[src/tdpc_pkg.sv]
// shared types for the trial division prime counter
package tdpc_pkg;

   // status from the remainder unit to the sequencer
   typedef struct packed {
      logic done;
      logic rem_zero;
   } div_stat_type;

endpackage

[src/tdpc_div.sv]
// bit-serial restoring remainder unit, one quotient bit per cycle
module tdpc_div #(
   parameter int VALUE_BITS = 31
) (
   input  logic                    clock,
   input  logic                    reset,
   input  logic                    start,
   input  logic [VALUE_BITS-1:0]   dividend,
   input  logic [VALUE_BITS-1:0]   divisor,
   output tdpc_pkg::div_stat_type  stat
);

   localparam int CW = $clog2(VALUE_BITS + 1);

   logic [VALUE_BITS-1:0] rem_ff, rem_in;
   logic [VALUE_BITS-1:0] quo_ff, quo_in;
   logic [VALUE_BITS-1:0] dvs_ff, dvs_in;
   logic [CW-1:0]         cnt_ff, cnt_in;
   logic                  run_ff, run_in;
   logic                  done_ff, done_in;
   logic [VALUE_BITS:0]   trial;
   logic [VALUE_BITS:0]   diff;

   // one restoring step: shift in next dividend bit, subtract if it fits
   assign trial = {rem_ff, quo_ff[VALUE_BITS-1]};
   assign diff  = trial - {1'b0, dvs_ff};

   always_comb begin
      rem_in  = rem_ff;
      quo_in  = quo_ff;
      dvs_in  = dvs_ff;
      cnt_in  = cnt_ff;
      run_in  = run_ff;
      done_in = 1'b0;
      if (start) begin
         rem_in = '0;
         quo_in = dividend;
         dvs_in = divisor;
         cnt_in = CW'(VALUE_BITS);
         run_in = 1'b1;
      end else if (run_ff) begin
         quo_in = {quo_ff[VALUE_BITS-2:0], 1'b0};
         if (trial >= {1'b0, dvs_ff}) begin
            rem_in = diff[VALUE_BITS-1:0];
         end else begin
            rem_in = trial[VALUE_BITS-1:0];
         end
         cnt_in = cnt_ff - CW'(1);
         if (cnt_ff == CW'(1)) begin
            run_in  = 1'b0;
            done_in = 1'b1;
         end
      end
   end

   // control state
   always_ff @(posedge clock) begin
      if (reset) begin
         run_ff  <= 1'b0;
         done_ff <= 1'b0;
         cnt_ff  <= '0;
      end else begin
         run_ff  <= run_in;
         done_ff <= done_in;
         cnt_ff  <= cnt_in;
      end
   end

   // datapath
   always_ff @(posedge clock) begin
      rem_ff <= rem_in;
      quo_ff <= quo_in;
      dvs_ff <= dvs_in;
   end

   assign stat.done     = done_ff;
   assign stat.rem_zero = (rem_ff == '0);

endmodule

[src/trial_division_prime_counter_top.sv]
// each divisor tried costs a check step in the sequencer and a pass through the shared
// remainder unit; the walk stops at the first divisor found or once the divisor's square
// exceeds the number, and numbers below two are answered without a division
// throughput: one request at a time; the next request is taken while a result waits
// reset (synchronous, active high) clears the prime count and all control state
module trial_division_prime_counter_top #(
   parameter int VALUE_BITS = 31
) (
   input  logic                  clock,
   input  logic                  reset,
   input  logic                  req_valid,
   output logic                  req_ready,
   input  logic [VALUE_BITS-1:0] req_number,
   output logic                  rsp_valid,
   input  logic                  rsp_ready,
   output logic [VALUE_BITS-1:0] rsp_tested_value,
   output logic                  rsp_is_prime,
   output logic [VALUE_BITS-1:0] rsp_prime_count
);

   localparam int SW = VALUE_BITS + 2;

   localparam logic [1:0] ST_IDLE  = 2'd0;
   localparam logic [1:0] ST_CHECK = 2'd1;
   localparam logic [1:0] ST_DIV   = 2'd2;
   localparam logic [1:0] ST_DONE  = 2'd3;

   logic [1:0]            state_ff, state_in;
   logic [VALUE_BITS-1:0] num_ff, num_in;
   logic [VALUE_BITS-1:0] dvs_ff, dvs_in;
   logic [SW-1:0]         sq_ff, sq_in;
   logic                  prime_ff, prime_in;
   logic [VALUE_BITS-1:0] count_ff, count_in;
   logic                  out_valid_ff, out_valid_in;
   logic [VALUE_BITS-1:0] out_value_ff, out_value_in;
   logic                  out_prime_ff, out_prime_in;
   logic [VALUE_BITS-1:0] out_count_ff, out_count_in;
   logic                  div_start;
   logic                  out_load;
   tdpc_pkg::div_stat_type div_stat;

   // shared remainder unit
   tdpc_div #(
      .VALUE_BITS (VALUE_BITS)
   ) u_div (
      .clock    (clock),
      .reset    (reset),
      .start    (div_start),
      .dividend (num_ff),
      .divisor  (dvs_ff),
      .stat     (div_stat)
   );

   assign req_ready = (state_ff == ST_IDLE);
   assign out_load  = (state_ff == ST_DONE) && (!out_valid_ff || rsp_ready);

   // sequencer: divisor walk with running square
   always_comb begin
      state_in  = state_ff;
      num_in    = num_ff;
      dvs_in    = dvs_ff;
      sq_in     = sq_ff;
      prime_in  = prime_ff;
      div_start = 1'b0;
      case (state_ff)
         ST_IDLE: begin
            if (req_valid) begin
               num_in   = req_number;
               dvs_in   = VALUE_BITS'(2);
               sq_in    = SW'(4);
               state_in = ST_CHECK;
            end
         end
         ST_CHECK: begin
            if (num_ff < VALUE_BITS'(2)) begin
               prime_in = 1'b0;
               state_in = ST_DONE;
            end else if (sq_ff > {2'b00, num_ff}) begin
               prime_in = 1'b1;
               state_in = ST_DONE;
            end else begin
               div_start = 1'b1;
               state_in  = ST_DIV;
            end
         end
         ST_DIV: begin
            if (div_stat.done) begin
               if (div_stat.rem_zero) begin
                  prime_in = 1'b0;
                  state_in = ST_DONE;
               end else begin
                  // (d+1)^2 = d^2 + 2d + 1
                  sq_in    = sq_ff + {1'b0, dvs_ff, 1'b1};
                  dvs_in   = dvs_ff + VALUE_BITS'(1);
                  state_in = ST_CHECK;
               end
            end
         end
         ST_DONE: begin
            if (out_load) begin
               state_in = ST_IDLE;
            end
         end
         default: begin
            state_in = ST_IDLE;
         end
      endcase
   end

   // saturating prime count and output register
   always_comb begin
      count_in     = count_ff;
      out_valid_in = out_valid_ff;
      out_value_in = out_value_ff;
      out_prime_in = out_prime_ff;
      out_count_in = out_count_ff;
      if (out_load) begin
         if (prime_ff && (count_ff != '1)) begin
            count_in = count_ff + VALUE_BITS'(1);
         end
         out_valid_in = 1'b1;
         out_value_in = num_ff;
         out_prime_in = prime_ff;
         out_count_in = count_in;
      end else if (rsp_ready) begin
         out_valid_in = 1'b0;
      end
   end

   // control state
   always_ff @(posedge clock) begin
      if (reset) begin
         state_ff     <= ST_IDLE;
         count_ff     <= '0;
         out_valid_ff <= 1'b0;
      end else begin
         state_ff     <= state_in;
         count_ff     <= count_in;
         out_valid_ff <= out_valid_in;
      end
   end

   // datapath
   always_ff @(posedge clock) begin
      num_ff       <= num_in;
      dvs_ff       <= dvs_in;
      sq_ff        <= sq_in;
      prime_ff     <= prime_in;
      out_value_ff <= out_value_in;
      out_prime_ff <= out_prime_in;
      out_count_ff <= out_count_in;
   end

   assign rsp_valid        = out_valid_ff;
   assign rsp_tested_value = out_value_ff;
   assign rsp_is_prime     = out_prime_ff;
   assign rsp_prime_count  = out_count_ff;

endmodule

[config.mk]
export PLATFORM = sky130hd
export DESIGN_NAME = trial_division_prime_counter_top
export DESIGN_NICKNAME = d
export VERILOG_FILES = /design/src/tdpc_pkg.sv /design/src/tdpc_div.sv /design/src/trial_division_prime_counter_top.sv
export SDC_FILE = /design/constraint.sdc
export NUM_CORES = 1
export LEC_CHECK = 0
export BUFFER_PORTS_ARGS = -buffer_cell sky130_fd_sc_hd__buf_2
export CAP_MARGIN = 20
export CORE_MARGIN = 2
export CORE_UTILIZATION = 63
export CTS_BUF_LIST = sky130_fd_sc_hd__clkbuf_4 sky130_fd_sc_hd__clkbuf_8
export CTS_CLUSTER_DIAMETER = 60
export DETAILED_ROUTE_END_ITERATION = 10
export GPL_ROUTABILITY_DRIVEN = 0
export PLACE_DENSITY = 0.79
export SYNTH_ARGS = -nofsm -noshare
export SYNTH_HDL_FRONTEND = slang
export SYNTH_SLANG_ARGS = --single-unit
export TNS_END_PERCENT = 30
[constraint.sdc]
create_clock -name clock -period 6.75 [get_ports clock]
set_input_delay 0 -clock clock [delete_from_list [all_inputs] [get_ports clock]]
set_output_delay 0 -clock clock [all_outputs]
set_load 0.01 [all_outputs]
== After elaboration in Yosys (flattened, before gate mapping) ==
Index checks and enable logic that the tools add are counted.
Cells by class
  add/sub/neg operators: 5
  order comparisons: 3
  eq/ne operators: 11
  mux-type cells: 35
  bitwise logic cells: 1
  reduce and logical (&&, ||, !) cells: 15
Operators by type and width (count)
  2-to-1 mux 31 bit: 7
  2-to-1 mux 33 bit: 3
  one-hot mux 33 bit (2 select lines): 1
  adder 31 x 1 -> 31 bit (second input constant): 2
  one-hot mux 31 bit (2 select lines): 1
  adder 33 x 32 -> 33 bit: 1
  greater-than comparator 33 x 31 -> 1 bit: 1
  greater-or-equal comparator 32 x 31 -> 1 bit: 1
  zero test 31 bit: 1
  < comparator 31 x 2 -> 1 bit (second input constant): 1
  inequality test 31 bit (second input constant): 1
  subtractor 31 bit: 1
  2-to-1 mux 1 bit: 15
  2-to-1 mux 5 bit: 2
  2-to-1 mux 2 bit: 4
  inequality test 2 bit (second input constant): 4
  one-hot mux 2 bit (4 select lines): 1
  AND reduction 4 bit: 2
  nonzero test 2 bit: 4
  == test 5 x 1 -> 1 bit (second input constant): 1
  subtractor 5 x 1 -> 5 bit (second input constant): 1
  == test 2 bit (second input constant): 2
  inequality test 3 bit (second input constant): 1
  AND reduction 3 bit: 1
  other kinds (10): 11
Word-level totals
  register bits after elaboration: 293
  bits of input ports: 35
  output and inout port bits: 65
  word-level logic and storage cells: 86

== Longest topological paths before layout ==
  depth in word-level cells: 5
  depth in mapped cells: 13
  depth with buffers taken out: 11

== Cells and area by module ==
A second synthesis with hierarchy kept.
Second synthesis, totals
  cells, all modules: 1639
  area, all modules: 16777.3 um2
By module, submodules not included
  trial_division_prime_counter_top: times used 1, cells an instance 1027, area each 10806.6 um2, seq. area each 5455.2 um2
  tdpc_div: times used 1, cells an instance 612, area each 5970.7 um2, seq. area each 2622.5 um2

== Worst setup path after synthesis ==
OpenSTA, ideal clock, no wires.
  path kind: reg2reg
  start point: register state_ff[1]
  end point: register dvs_ff[0], enable pin
  library setup time: 565 ps
  data arrival time: 5152 ps
  data required time: 6185 ps
  path slack: 1033 ps
  stages on the path, launching flop included: 6
  buffers on the path: 1
  clock period less this slack: 5717 ps
  cell sequence: dfxtp_1 clkbuf_1 nor4b_1 nand4_1 nor2_1 nor3_1
Between the ends
  cells in the longest elaborated chain, start to end: 3
  elaborated cells between the ends (all ways): 7
  those cells by class: eq/ne (4); reduce/logical (3)
RTL lines
  start: declaration: line trial_division_prime_counter_top.sv:28  | logic [1:0] state_ff, state_in;
  start signal: assignment: line trial_division_prime_counter_top.sv:137  | state_ff <= state_in;
  == test 2 bit or zero test 2 bit (tied branches): line trial_division_prime_counter_top.sv:65  | case (state_ff)
  inequality test 2 bit (no line), or another cell as far along
  AND reduction 4 bit (no line) *
  end signal: assignment: line trial_division_prime_counter_top.sv:146  | dvs_ff <= dvs_in;
  end: declaration: line trial_division_prime_counter_top.sv:30  | logic [VALUE_BITS-1:0] dvs_ff, dvs_in;
Mark *: on every way between the ends. The rest lies on a longest branch, timed or not.
A chain may end at the register's enable or synchronous reset.

== Worst setup path after layout ==
  start point: register num_ff[29]
  end point: register u_div.quo_ff[22], enable pin
Between the ends
  cells in the longest elaborated chain, start to end: 5
  elaborated cells between the ends (all ways): 6
  those cells by class: order compare (2); mux (3); reduce/logical (1)
RTL lines
  start: declaration: line trial_division_prime_counter_top.sv:29  | logic [VALUE_BITS-1:0] num_ff, num_in;
  start signal: assignment: line trial_division_prime_counter_top.sv:145  | num_ff <= num_in;
  greater-than comparator 33 x 31 -> 1 bit: line trial_division_prime_counter_top.sv:78  | end else if (sq_ff > {2'b00, num_ff}) begin
  2-to-1 mux 1 bit: line trial_division_prime_counter_top.sv:78
  2-to-1 mux 1 bit *: line trial_division_prime_counter_top.sv:75  | if (num_ff < VALUE_BITS'(2)) begin
  2-to-1 mux 1 bit *: line trial_division_prime_counter_top.sv:65
  nonzero test 2 bit (no line) *
  end signal: assignment: line tdpc_div.sv:72  | quo_ff <= quo_in;
  end: declaration: line tdpc_div.sv:16  | logic [VALUE_BITS-1:0] quo_ff, quo_in;
Marked as above.

==> results.yml <==
clocking:
  postCtsSetupBuffers: 0
  postCtsResizedCells: 0
  clockBufferDepth: 3
  cts_tree: "done"
  cts_made_buffers: 47
  cts_max_level: 2
  cts.sinks: 293
  root_buffer: "clkbuf_8"
  clkLatencyLatePin_ps: 580
  clk_pin_slew_worst_paths_ps: 70
  cts_hold_buf: 34
routing:
  drt-initial-drc-count: 1247
  drcViolationCount: 0
  ant_nets: 0
  firstDrtPassIters: 5
  post_drt_wl_per_cell_um: 18.7
  drt-total-wl_mm: 38.7
  viasPerCell: 6.12
  vias: 12680
cells_and_area:
  fin_util: 0.718
  layout_common_cells: "edfxtp_1 (221), nor2_1 (172), nand2_1 (125)"
  nNetsFinal: 1839
  layout_commonest_cell: "edfxtp_1"
  final_cells: 2072
  area_growth_pct: 12.5
  drive_gt1_frac: 0.118
  antenna_cells: 0
  fin_area_sq_mm: 0.0180
die:
  fp-row-count: 58
  die_area_sq_mm: 0.0267
  die_h_um: 163
  core_sq_mm: 0.0251
  ios: 100
  start_util: 0.638
  die_w_um: 163
sta:
  fmax_mhz: 231
  report.final.hold_viol_count: 0
  min_period_ps: 4330
  tightest_slew_ps: 894
  max_slew_margin: 0.404
  fin_setup_tns_ps: 0
  setup_viol: 0
  rsz0062_at_grt: "no"
  clock_skew_ps: 35.5
  finalCritPeriodShare: 0.641
  drv_slew: 0
grt:
  grt_pass1_vias: 12086
  grt_pass1_wl_mm: 61.9
  antenna_found_initial: 0
  gr-usage-met1: 0.383
  grt_overflow: 0
  use_met3: 0.0452
  grt.busiest_layer: "met2"
  grt_max_degree: 73
  met2_usage: 0.487
  grtUsageTotal: 0.291
logic_synthesis:
  async_flop_share: 0
  syn_area_sq_mm: 0.0160
  synth.distinct_cells: 67
  synth_edf_count: 221
  postSynthAreaPerCell_sq_um: 10.2
  ys.warnings.count: 0
  synth_nets: 1711
  seq_area_frac_synth: 0.504
  yosys_register_bits: 293
  synth_flop_cell: "edfxtp_1"
  synth_cells: 1577
pwr:
  cellPowerDensity_mw_per_mm2: 320
  p_leak_uw: 0.00722
  vdd_drop_max_mv: 0.202
placed_design:
  numPortBuffers: 99
  place_hpwl_mm: 26.2
  dp.cells: 1952
  placed_area_sq_mm: 0.0167
critical_path:
  crit_chain: "inv_1, ha_1, nand4_1, or4_1, or3_1, or3_1, or3_1, and2_2, buf_4, nand2_1, buf_4"
  crit_family: "simple AND/OR/NAND/NOR gates"
  worstRegToRegCells: 11
  cpMaxStageDelayCell: "or4_1"
  endpoint_kind: "flop"
  cpPeakStageDelay_ps: 520
  worst_setup_path_start_kind: "flop"
  critPathKind: "reg2reg"
  critPathRequiredTime_ps: 7010
  crit_fanout: 72
  crit_cells: 11
  crit_buf_inv: 3
  cpMostUsedCell: "or3_1"
  cp.arrival_ps: 4590
flow_run:
  max_cap_violations: 0
hold_path:
  hold_class: "in2reg"
  whs_path_depth: 2
status:
  status: "finished, final reports clean"
[power breakdown]
group	leakage (uW)	switching, uW	internal [uW]
clock	0.000500	719	831
sequential	0.00270	206	2150
combinational	0.00402	1100	757
[sequential cells by signal, summed over array words and instances (netlist names)]
register          flops
prime_ff              1
u_div.dvs_ff         31
sq_ff                33
count_ff             31
rsp_is_prime          1
u_div.rem_ff         31
rsp_valid             1
num_ff               31
u_div.quo_ff         31
dvs_ff               31
rsp_prime_count      31
u_div.done_ff         1
state_ff              2
rsp_tested_value     31
u_div.run_ff          1
u_div.cnt_ff          5
[path summary, 6_finish.rpt]
kind	from	end	slack [ps]
setup / recovery	num_ff[29]$_DFFE_PP_	u_div.quo_ff[22]$_DFFE_PP_	2420
hold / removal	req_number[18]	num_ff[18]$_DFFE_PP_	130
setup reg to reg	num_ff[29]$_DFFE_PP_	u_div.quo_ff[22]$_DFFE_PP_	2420
hold reg to reg	count_ff[30]$_SDFFE_PP0P_	count_ff[30]$_SDFFE_PP0P_	470
[per-layer routing]
metal / vias up / wire length (um)
met3: 102 / 2480
met1: 6048 / 16000
met2: 500 / 18900
li1: 6030 / -
met5: - / 0
met4: 0 / 1340
[cell usage after synthesis, types with 5 or more instances]
cell type | number | area (sq um)
o21ai_1 | 11 | 55.1
nor3b_1 | 5 | 37.5
mux2i_1 | 20 | 200
nand2b_1 | 8 | 50.1
a21o_1 | 29 | 218
a211oi_1 | 32 | 240
nor2_1 | 172 | 646
xor2_1 | 62 | 543
a311oi_1 | 6 | 52.6
and3_1 | 17 | 106
nand3_1 | 40 | 200
dfxtp_1 | 72 | 1440
o211ai_1 | 12 | 90.1
edfxtp_1 | 221 | 6640
nor2b_1 | 13 | 81.3
nor3_1 | 39 | 195
nand4_1 | 34 | 213
inv_1 | 94 | 353
o31ai_1 | 5 | 37.5
xnor2_1 | 53 | 464
o21a_1 | 13 | 97.6
ha_1 | 97 | 1210
nor4_1 | 24 | 150
clkbuf_1 | 48 | 180
o21ai_0 | 83 | 415
a21oi_1 | 91 | 455
and2_1 | 10 | 62.6
nand2_1 | 125 | 469
o21bai_1 | 14 | 105
o2111ai_1 | 6 | 52.6
or3_1 | 30 | 188
buf_2 | 9 | 45.0
or4_1 | 5 | 37.5
and4_1 | 8 | 70.1
[cell type report]
| class | count | area [sq um] |
|---|---|---|
| sequential | 293 | 8080 |
| multi-input combinational | 1126 | 7320 |
| fill | 1809 | 7080 |
| timing repair buffer | 142 | 903 |
| clock buffer | 68 | 830 |
| tap | 330 | 413 |
| inverter | 95 | 362 |
| clock inverter | 18 | 119 |
[metrics by stage]
step | setup WS [ps] | total power, uW | hold WS, ps
global route | 2160 | 6070 | 126
global placement | 2620 | 4110 | 177
floorplan | 1030 | 3730 | 98.9
detailed placement | 2460 | 4170 | 178
CTS | 2450 | 5720 | 112
finish | 2420 | 5770 | 128
[kinds of logic after synthesis]
kind of cell | Yosys count | share of synthesized area
buffers and inverters | 158 | 0.0394
DFF | 293 | 0.504
AOI/OAI and AO/OA | 345 | 0.137
xor gates and xnor gates | 115 | 0.0629
muxes | 24 | 0.0153
adders and majority gates | 99 | 0.0783
and+or+nand+nor | 543 | 0.163
Power figures use the tool's default switching activity.
